--- src/rtl/core/cfkb_pkg.sv ---
// Shared types, codes and defaults of the clipped fill and keyed blit engine.
package cfkb_pkg;

  localparam int SCREEN_WIDTH_DEF  = 320;
  localparam int SCREEN_HEIGHT_DEF = 240;

  localparam int COORD_W = 12;
  localparam int SIZE_W  = 11;
  localparam int PIX_W   = 16;

  localparam int IN_DATA_W  = 80;
  localparam int IN_USER_W  = 2;
  localparam int OUT_DATA_W = 24;

  typedef enum logic [1:0] {
    ACT_FILL  = 2'd0,
    ACT_BLIT  = 2'd1,
    ACT_SRC   = 2'd2,
    ACT_READ  = 2'd3
  } action_t;

  // Operations of the shared address unit.
  typedef enum logic [1:0] {
    AOP_HOLD = 2'd0,
    AOP_LOAD = 2'd1,
    AOP_INC  = 2'd2,
    AOP_ROW  = 2'd3
  } addr_op_t;

endpackage

--- src/rtl/core/cfkb_addr_unit.sv ---
// Shared frame address unit: load row*width+column, step a pixel or step a row.
module cfkb_addr_unit
  import cfkb_pkg::*;
#(
  parameter int SCREEN_WIDTH  = SCREEN_WIDTH_DEF,
  parameter int SCREEN_HEIGHT = SCREEN_HEIGHT_DEF
) (
  input  logic                                          clk,
  input  addr_op_t                                      op,
  input  logic [$clog2(SCREEN_WIDTH)-1:0]               col,
  input  logic [$clog2(SCREEN_HEIGHT)-1:0]              row,
  output logic [$clog2(SCREEN_WIDTH*SCREEN_HEIGHT)-1:0] addr
);

  localparam int AW = $clog2(SCREEN_WIDTH * SCREEN_HEIGHT);
  localparam logic [AW-1:0] STRIDE = AW'(SCREEN_WIDTH);

  logic [AW-1:0] addr_r;
  logic [AW-1:0] line_r;
  logic [AW-1:0] load_val;
  logic [AW-1:0] row_val;

  assign load_val = AW'(row) * STRIDE + AW'(col);
  assign row_val  = line_r + STRIDE;

  always_ff @(posedge clk) begin
    unique case (op)
      AOP_LOAD: begin
        addr_r <= load_val;
        line_r <= load_val;
      end
      AOP_INC: begin
        addr_r <= addr_r + AW'(1);
      end
      AOP_ROW: begin
        addr_r <= row_val;
        line_r <= row_val;
      end
      default: begin
      end
    endcase
  end

  assign addr = addr_r;

endmodule

--- config.mk ---
export PLATFORM = sky130hd
export DESIGN_NAME = cfkb_addr_unit
export DESIGN_NICKNAME = d
export VERILOG_FILES = /design/src/rtl/core/cfkb_pkg.sv /design/src/rtl/core/cfkb_addr_unit.sv
export SDC_FILE = /design/constraint.sdc
export NUM_CORES = 1
export LEC_CHECK = 0
export BUFFER_PORTS_ARGS = -buffer_cell sky130_fd_sc_hd__buf_2
export CORE_ASPECT_RATIO = 1.25
export CORE_MARGIN = 3
export CORE_UTILIZATION = 61
export CTS_BUF_LIST = sky130_fd_sc_hd__clkbuf_8
export DETAILED_ROUTE_END_ITERATION = 12
export PLACE_DENSITY = 0.86
export SLEW_MARGIN = 20
export SYNTH_ARGS = -nofsm -noshare
export SYNTH_HDL_FRONTEND = slang
export SYNTH_SLANG_ARGS = --single-unit
--- constraint.sdc ---
create_clock -name clk -period 4.3 [get_ports clk]
set_clock_uncertainty 0.15 [all_clocks]
set_input_delay 0 -clock clk [delete_from_list [all_inputs] [get_ports clk]]
set_output_delay 0 -clock clk [all_outputs]
set_load 0.05 [all_outputs]
# [After elaboration in Yosys (flattened, before gate mapping)]
# Cells that the tools add are included.
# W data, S select, Z words.
[totals] reg_bits=34 inputBits=20 out_inout_bits=17 word_cells=13
[op_classes] n_addsub=3 n_mul=1 eq_ne=3 mux=2 n_reduce_logical=2
[op_table] cell="$pmux W17 S3" n=1
[op_table] cell="$pmux W17 S2" n=1
[op_table] cell="$add A17 B1 Y17 const B" n=1
[op_table] cell="$add A17 B9 Y17" n=1
[op_table] cell="$add A17 B9 Y17 const B" n=1
[op_table] cell="$mul A8 B3 Y11 const B" n=1
[op_table] cell="$eq A2 B2 Y1 const B" n=2
[op_table] cell="$reduce_bool A3 Y1" n=1
[op_table] cell="$eq A2 B1 Y1 const B" n=1
[op_table] cell="$reduce_bool A2 Y1" n=1

# [Logic depth before layout (Yosys ltp)]
# Gate-level depths: netlist (run 1).
[depth] word_depth=3 depth_mapped=9 ltp_nobuf=9

# [Worst setup path before layout (run 1)]
# Ideal clock, no wire load.
[synth_timing] path_type="input port to flip-flop" start="in row[1]" end="reg line_r[15], data pin" setup_ns=0.152 arrival_time_ns=2.476 required_time_ns=3.998 path_slack_ns=1.522 cell_stages=8 path_buffers=0 cell_sequence="ha_1 -> ha_1 -> inv_1 -> fa_1 -> nor4b_4 -> or4b_4 -> or4_1 -> a31oi_1"
[synth_between] elab_chain_len=3
[synth_lines] item="from (decl)" line="cfkb_addr_unit.sv:11" rtl="input logic [$clog2(SCREEN_HEIGHT)-1:0] row,"
[synth_lines] item="$mul A8 B3 Y11" line="cfkb_addr_unit.sv:23" rtl="assign load_val = AW'(row) * STRIDE + AW'(col);"
[synth_lines] item="$add A17 B9 Y17" line="cfkb_addr_unit.sv:23"
[synth_lines] item="$pmux W17 S2" line="cfkb_addr_unit.sv:27" rtl="unique case (op)"
[synth_lines] item="to (signal assigned)" line="cfkb_addr_unit.sv:30" rtl="line_r <= load_val;"
[synth_lines] item="to (signal assigned)" line="cfkb_addr_unit.sv:37" rtl="line_r <= row_val;"
[synth_lines] item="to (decl)" line="cfkb_addr_unit.sv:19" rtl="logic [AW-1:0] line_r;"
# No other way between the ends.
# A chain may end at the register's enable or synchronous reset.

# [Worst setup path after layout (run 1)]
# Same ends and word-level chain as after synthesis.

==> metrics.txt, run 1 <==
worst-skew pair later-pin latency=around 290 ps; worst-margin pin slew=roughly 750 ps; initial core utilization=0.642; synthesized flop and latch total=34; post-route setup TNS=0 ps; die area=slightly above 0.005 sq mm; Placed Cells=355; Clock Path Buffers=2; hpwl dp=about 4.2 mm; Routed WL per cell=between 15 and 20 um; number of distinct library cells after synthesis=51; Worst path depth=9; CP delay by family, top=simple AND/OR/NAND/NOR gates; status=completed; CTS Buf Count=5; CP max stage delay=between 500 and 600 ps; Peak VDD IR=roughly 0.21 mV; max-slew violation count=0; sequential element share of the synthesized area=0.385; Placer Congestion=about 0.87; I/O Buffers=36; type of element capturing the critical path=flop; Slew headroom=0.496; Mapped Cells=around 270; post-route ant nets=0; CP most frequent cell=ha_1; Req. time, crit path=4280 ps; post-synthesis async set-or-reset flop share=0; crit path time final=around 2700 ps; Mapped Area=~0.0027 sq mm; detailed-route wire length=between 5 and 6 mm; warnings from Yosys=0; Avg Inst Size Synth=between 9 and 10 sq um; vias in the first global route=between 2000 and 2500; Die Wd=roughly 65 um; Fmax=between 300 and 400 MHz; RR Endpoint=addr[15]; fin crit share=0.637; CP cell instances=buf_2 -> ha_1 -> ha_1 -> inv_1 -> fa_1 -> nor4b_4 -> or4b_4 -> or4_1 -> a31oi_1; drt drc=0; Area Overhead vs Synth=13.5%; WP buf/inv=2; cell taking the most area after synthesis=edfxtp_1; fillers=326; Critical Path End=line_r[15]; routed via count=about 2200; final core occ=0.729; Max-Cap Viols=0; initial antenna violation count=0; Post-CTS Setup Inserts=0; reg-to-reg slack, setup=1910 ps; CP max stage cell=or4b_4; number of flops mapped to enable cells by yosys=34; critical path class=in -> reg; total power=1.12 mW; area post-placement=between 0.002 and 0.003 sq mm; final setup fails=0; DR iter-0 viols=between 150 and 200; die height=79.7 um; Overflow after GRT=0; layout cells sized above 1=0.182; Sink Count=34; CTS tree=done; diode count=0; # rows=26; CTS-repair resized insts=0; leading post-synthesis cells by cell area=edfxtp_1 38%, ha_1 8.0%, xor2_1 5.3%; Via density=5.93; Top FF cell, synth=edfxtp_1; CP Launch Type=input pin; Power Density=372 mW/mm^2; crit-path max FO=5; first-pass GRT wire length=9.51 mm; worst-case reg-to-reg path depth=5; fin cells=approximately 370; min-delay worst type=in -> reg; P_leak=1.22 nW; Synth top area share=0.385; largest net degree at the start of global routing=42; 1st-pass router iterations=4; clk root buf=clkbuf_8; Setup crit start=row[1]; I/O pins=37; CTS Hold Bufs=6; Tot GR Track Use=0.233; Core ar.=between 0.004 and 0.005 sq mm; H-tree level count=2; cell area after layout=0.00301 sq mm; Mapped Nets=approximately 310; crit path DAT=between 2000 and 3000 ps; final hold vios=0; Layout Nets=about 350; clock-pin slew on the worst setup and hold paths=approximately 60 ps; RSZ-0062 raised after global routing=false; worst r2r src=addr[5]
## flip-flops by register name (all words and copies together), names as in the netlist
register,count
addr,17
line_r,17
## power breakdown
group	leakage [nW]	switching [mW]	internal, mW
Sequential	0.335	0.0485	0.431
Clock	0.0468	0.111	0.109
Combinational	0.833	0.270	0.150
## worst min-delay path, delay by kind of cell
family / cells / cell delay, ps
AO/OA/AOI/OAI: 2 / 210
buffers and inverters: 1 / 150
## cells in the mapped netlist (all sizes together) (6+ instances only)
library cell and n:
xnor2 13, xor2 16, nor4 6, nor2 21
clkbuf 8, and2 6, mux2i 7, edfxtp 34
ha 17, nand2 17, o21ai 19, a21oi 16
nand3 9, inv 15, nor3 7
## cell families after synthesis
family                   share of synthesized area
multiplexers                                0.0476
adder cells (fa/ha/maj)                     0.0953
flip-flops                                   0.385
buffers and inverters                       0.0354
AO/OA/AOI/OAI                                0.164
AND/OR/NAND/NOR                              0.177
XOR/XNOR                                    0.0958
## routing by layer
metal | track usage | vias up | wire length, um
met4 | 0.0930 | 0 | 145
met2 | 0.416 | 69 | 2840
met3 | 0.0324 | 15 | 262
met1 | 0.281 | 1010 | 2390
met5 | 0 | - | 0
li1 | - | 1094 | -
## worst min-delay path by stage
stage,end,start,slack [ps],depth (start not counted)
final,line_r[16],row[7],30,3
after global routing,line_r[16],row[7],70,3
after CTS,line_r[16],row[7],30,3
after detailed placement,line_r[0],col[0],150,2
after global placement,line_r[1],col[1],140,2
after floorplan,line_r[0],col[0],50,1
## stage by stage
step           setup WS [ps]  hold WS, ps
4_1_cts                 1550         28.1
6_report                1560         30.6
3_3_place_gp            1340          145
3_5_place_dp            1250          146
2_1_floorplan           1520         48.2
5_1_grt                 1460         65.8
## layout by cell type (no fill, tap or decap), types with 6 or more instances in the layout
| cell type | netlist | routed |
|---|---|---|
| nand2_1 | 17 | 17 |
| dlygate4sd3_1 | 0 | 6 |
| ha_1 | 17 | 17 |
| buf_2 | 0 | 36 |
| mux2i_1 | 7 | 7 |
| o21ai_0 | 19 | 19 |
| nor3_1 | 7 | 7 |
| inv_1 | 15 | 16 |
| xnor2_1 | 13 | 13 |
| a21oi_1 | 16 | 16 |
| nor2_1 | 21 | 21 |
| edfxtp_1 | 34 | 34 |
| xor2_1 | 16 | 16 |
| nor4_1 | 6 | 6 |
| and2_1 | 6 | 6 |
| nand3_1 | 9 | 9 |
## area by class of cell
cell class,count,area [sq um],area share
clock inverter,3,12.5,0.00416
sequential,34,1020,0.339
multi-input combinational,213,1540,0.511
inverter,16,60.1,0.0200
timing repair buffer,42,240,0.0798
tap,56,70.1,0.0233
clock buffer,5,68.8,0.0229
(Power assumes the default switching activity.)
==> inputs of run 2 (changes only) <==
Settings changed: ABC_AREA from default to 1, CORE_UTILIZATION 61 to 60, PLACE_DENSITY 0.86 to 0.85.
Clock period 4.3 ns to 2.65 ns, I/O delays scaled along.
==> metrics.txt, run 2 <==
fillers=roughly 300; leading post-synthesis cells by cell area=edfxtp_1 38%, nand2_1 11%, ha_1 7.9%; Placed Cells=roughly 430; Power Density=between 500 and 600 mW/mm^2; number of flops mapped to enable cells by yosys=34; multi-input logic area=0.00145 sq mm; hpwl dp=roughly 4.5 mm; final setup fails=0; Area Overhead vs Synth=14.0%; cell taking the most area after synthesis=edfxtp_1; die height=about 80 um; routed via count=about 2400; PnR worst setup slack=roughly 560 ps; largest net degree at the start of global routing=26; final hold vios=0; Routed WL per cell=roughly 13 um; most common cell after layout, fill and taps aside=nand2_1; Overflow after GRT=0; Placer Congestion=just over 0.8; type of element capturing the critical path=flop; Mapped Area=roughly 0.0027 sq mm; hold path start=op[1]; Mapped Cells=between 300 and 400; Layout Nets=between 400 and 500; vias in the first global route=around 2200; clock-pin slew on the worst setup and hold paths=~70 ps; warnings from Yosys=0; diode count=0; sequential element share of the synthesized area=0.379; Synth top area share=0.379; post-route ant nets=0; synthesized flop and latch total=34; Top FF cell, synth=edfxtp_1; Peak VDD IR=roughly 0.36 mV; Reg area=between 0.001 and 0.0015 sq mm; Tot GR Track Use=0.239; most common cell in the synthesized netlist=nand2_1; max-slew violation count=0; crit path DAT=1960 ps; drt drc=0; CP Launch Type=input pin; Post-CTS Setup Inserts=0; commonest non-fill, non-tap cells in the layout=82 x nand2_1, 48 x inv_1, 36 x buf_2; crit-path max FO=4; crit path time final=2090 ps; top post-synthesis cells by count=82 x nand2_1, 48 x inv_1, 34 x edfxtp_1; Core ar.=~0.0042 sq mm; Max-Cap Viols=0; H-tree level count=2; clk root buf=clkbuf_8; met3 WL=about 360 um; detailed-route wire length=just under 6 mm; Slew headroom=0.519; initial antenna violation count=0; CTS Buf Count=5; number of distinct library cells after synthesis=33; min-delay worst type=in -> reg; P_leak=approximately 1.4 nW; Via density=between 5 and 6; setup slack after placement=273 ps; Sink Count=34; layout cells sized above 1=0.174; # rows=26; Req. time, crit path=between 2000 and 3000 ps; initial core utilization=0.641; 1st-pass router iterations=4; worst-margin pin slew=~700 ps; fin crit share=0.787; worst-skew pair later-pin latency=around 280 ps; post-synthesis async set-or-reset flop share=0; Die Wd=between 60 and 70 um; Setup crit start=row[1]; RSZ-0062 raised after global routing=false; cell area after layout=0.00307 sq mm; post-route setup TNS=0 ps; critical path class=in -> reg; Fmax=479 MHz; status=completed; area post-placement=0.00291 sq mm; I/O pins=37; Mapped Nets=around 380; I/O Buffers=36; worst r2r src=addr[1]; WL met1=around 2.5 mm; top sig layer=met4; Clock Path Buffers=2; CTS tree=done; first-pass GRT wire length=around 9.9 mm; die area=between 0.005 and 0.006 sq mm; final core occ=0.731; Avg Inst Size Synth=between 7 and 8 sq um; routed wl met2=between 2 and 3 mm; DR iter-0 viols=140; fin cells=approximately 440
run 2: what timing repair did:
| action | CTS | global route |
|---|---|---|
| gates resized for setup | 0 | 0 |
| endpoints found under the hold margin | 23 | 0 |
| hold buffers | 7 | 0 |
run 2: critical path: stages:
cell and delay (ps):
buf_2 110, ha_1 290, ha_1 210, inv_1 70, fa_1 450, nor2_2 160, nand4_1 90, nand2_1 110
nand3_1 130, nor2_1 130, nand2_1 70, nand3_1 80, nand2_1 60
run 2: cell type report:
class / instances / area share
multi-input combinational: 248 / 0.472
timing repair buffer: 43 / 0.0815
inverter: 52 / 0.0636
sequential: 34 / 0.333
clock buffer: 5 / 0.0224
tap: 56 / 0.0228
clock inverter: 3 / 0.00530
run 2: path summary, 6_finish.rpt:
check / to / slack, ps / cells after the start
setup / recovery: line_r[15] / 560 / 13
setup reg to reg: addr[16] / 730 / 10
hold / removal: addr[9] / 30 / 2
hold reg to reg: addr[2] / 380 / 2
run 2: routing by layer:
metal,vias up,GRT usage
met3,7,0.0332
met1,1059,0.310
li1,1240,-
met5,-,0
met4,0,0.0560
met2,76,0.421
run 2: cell families after synthesis:
family / share of synthesized area
AO/OA/AOI/OAI: 0.0967
AND/OR/NAND/NOR: 0.322
XOR/XNOR: 0.0256
flip-flops: 0.379
buffers and inverters: 0.0828
adder cells (fa/ha/maj): 0.0939
run 2: stage by stage:
step	hold WS (ps)	total power [mW]
floorplan	69.2	1.25
CTS	35.6	1.76
global route	55.7	1.87
finish	34.6	1.75
global placement	161	1.37
detailed placement	171	1.39
run 2: report_power, final:
group | internal [mW] | total (mW) | switching (mW)
logic | 0.198 | 0.628 | 0.430
clock network | 0.180 | 0.367 | 0.187
registers | 0.691 | 0.760 | 0.0689
total | 1.07 | 1.75 | 0.686
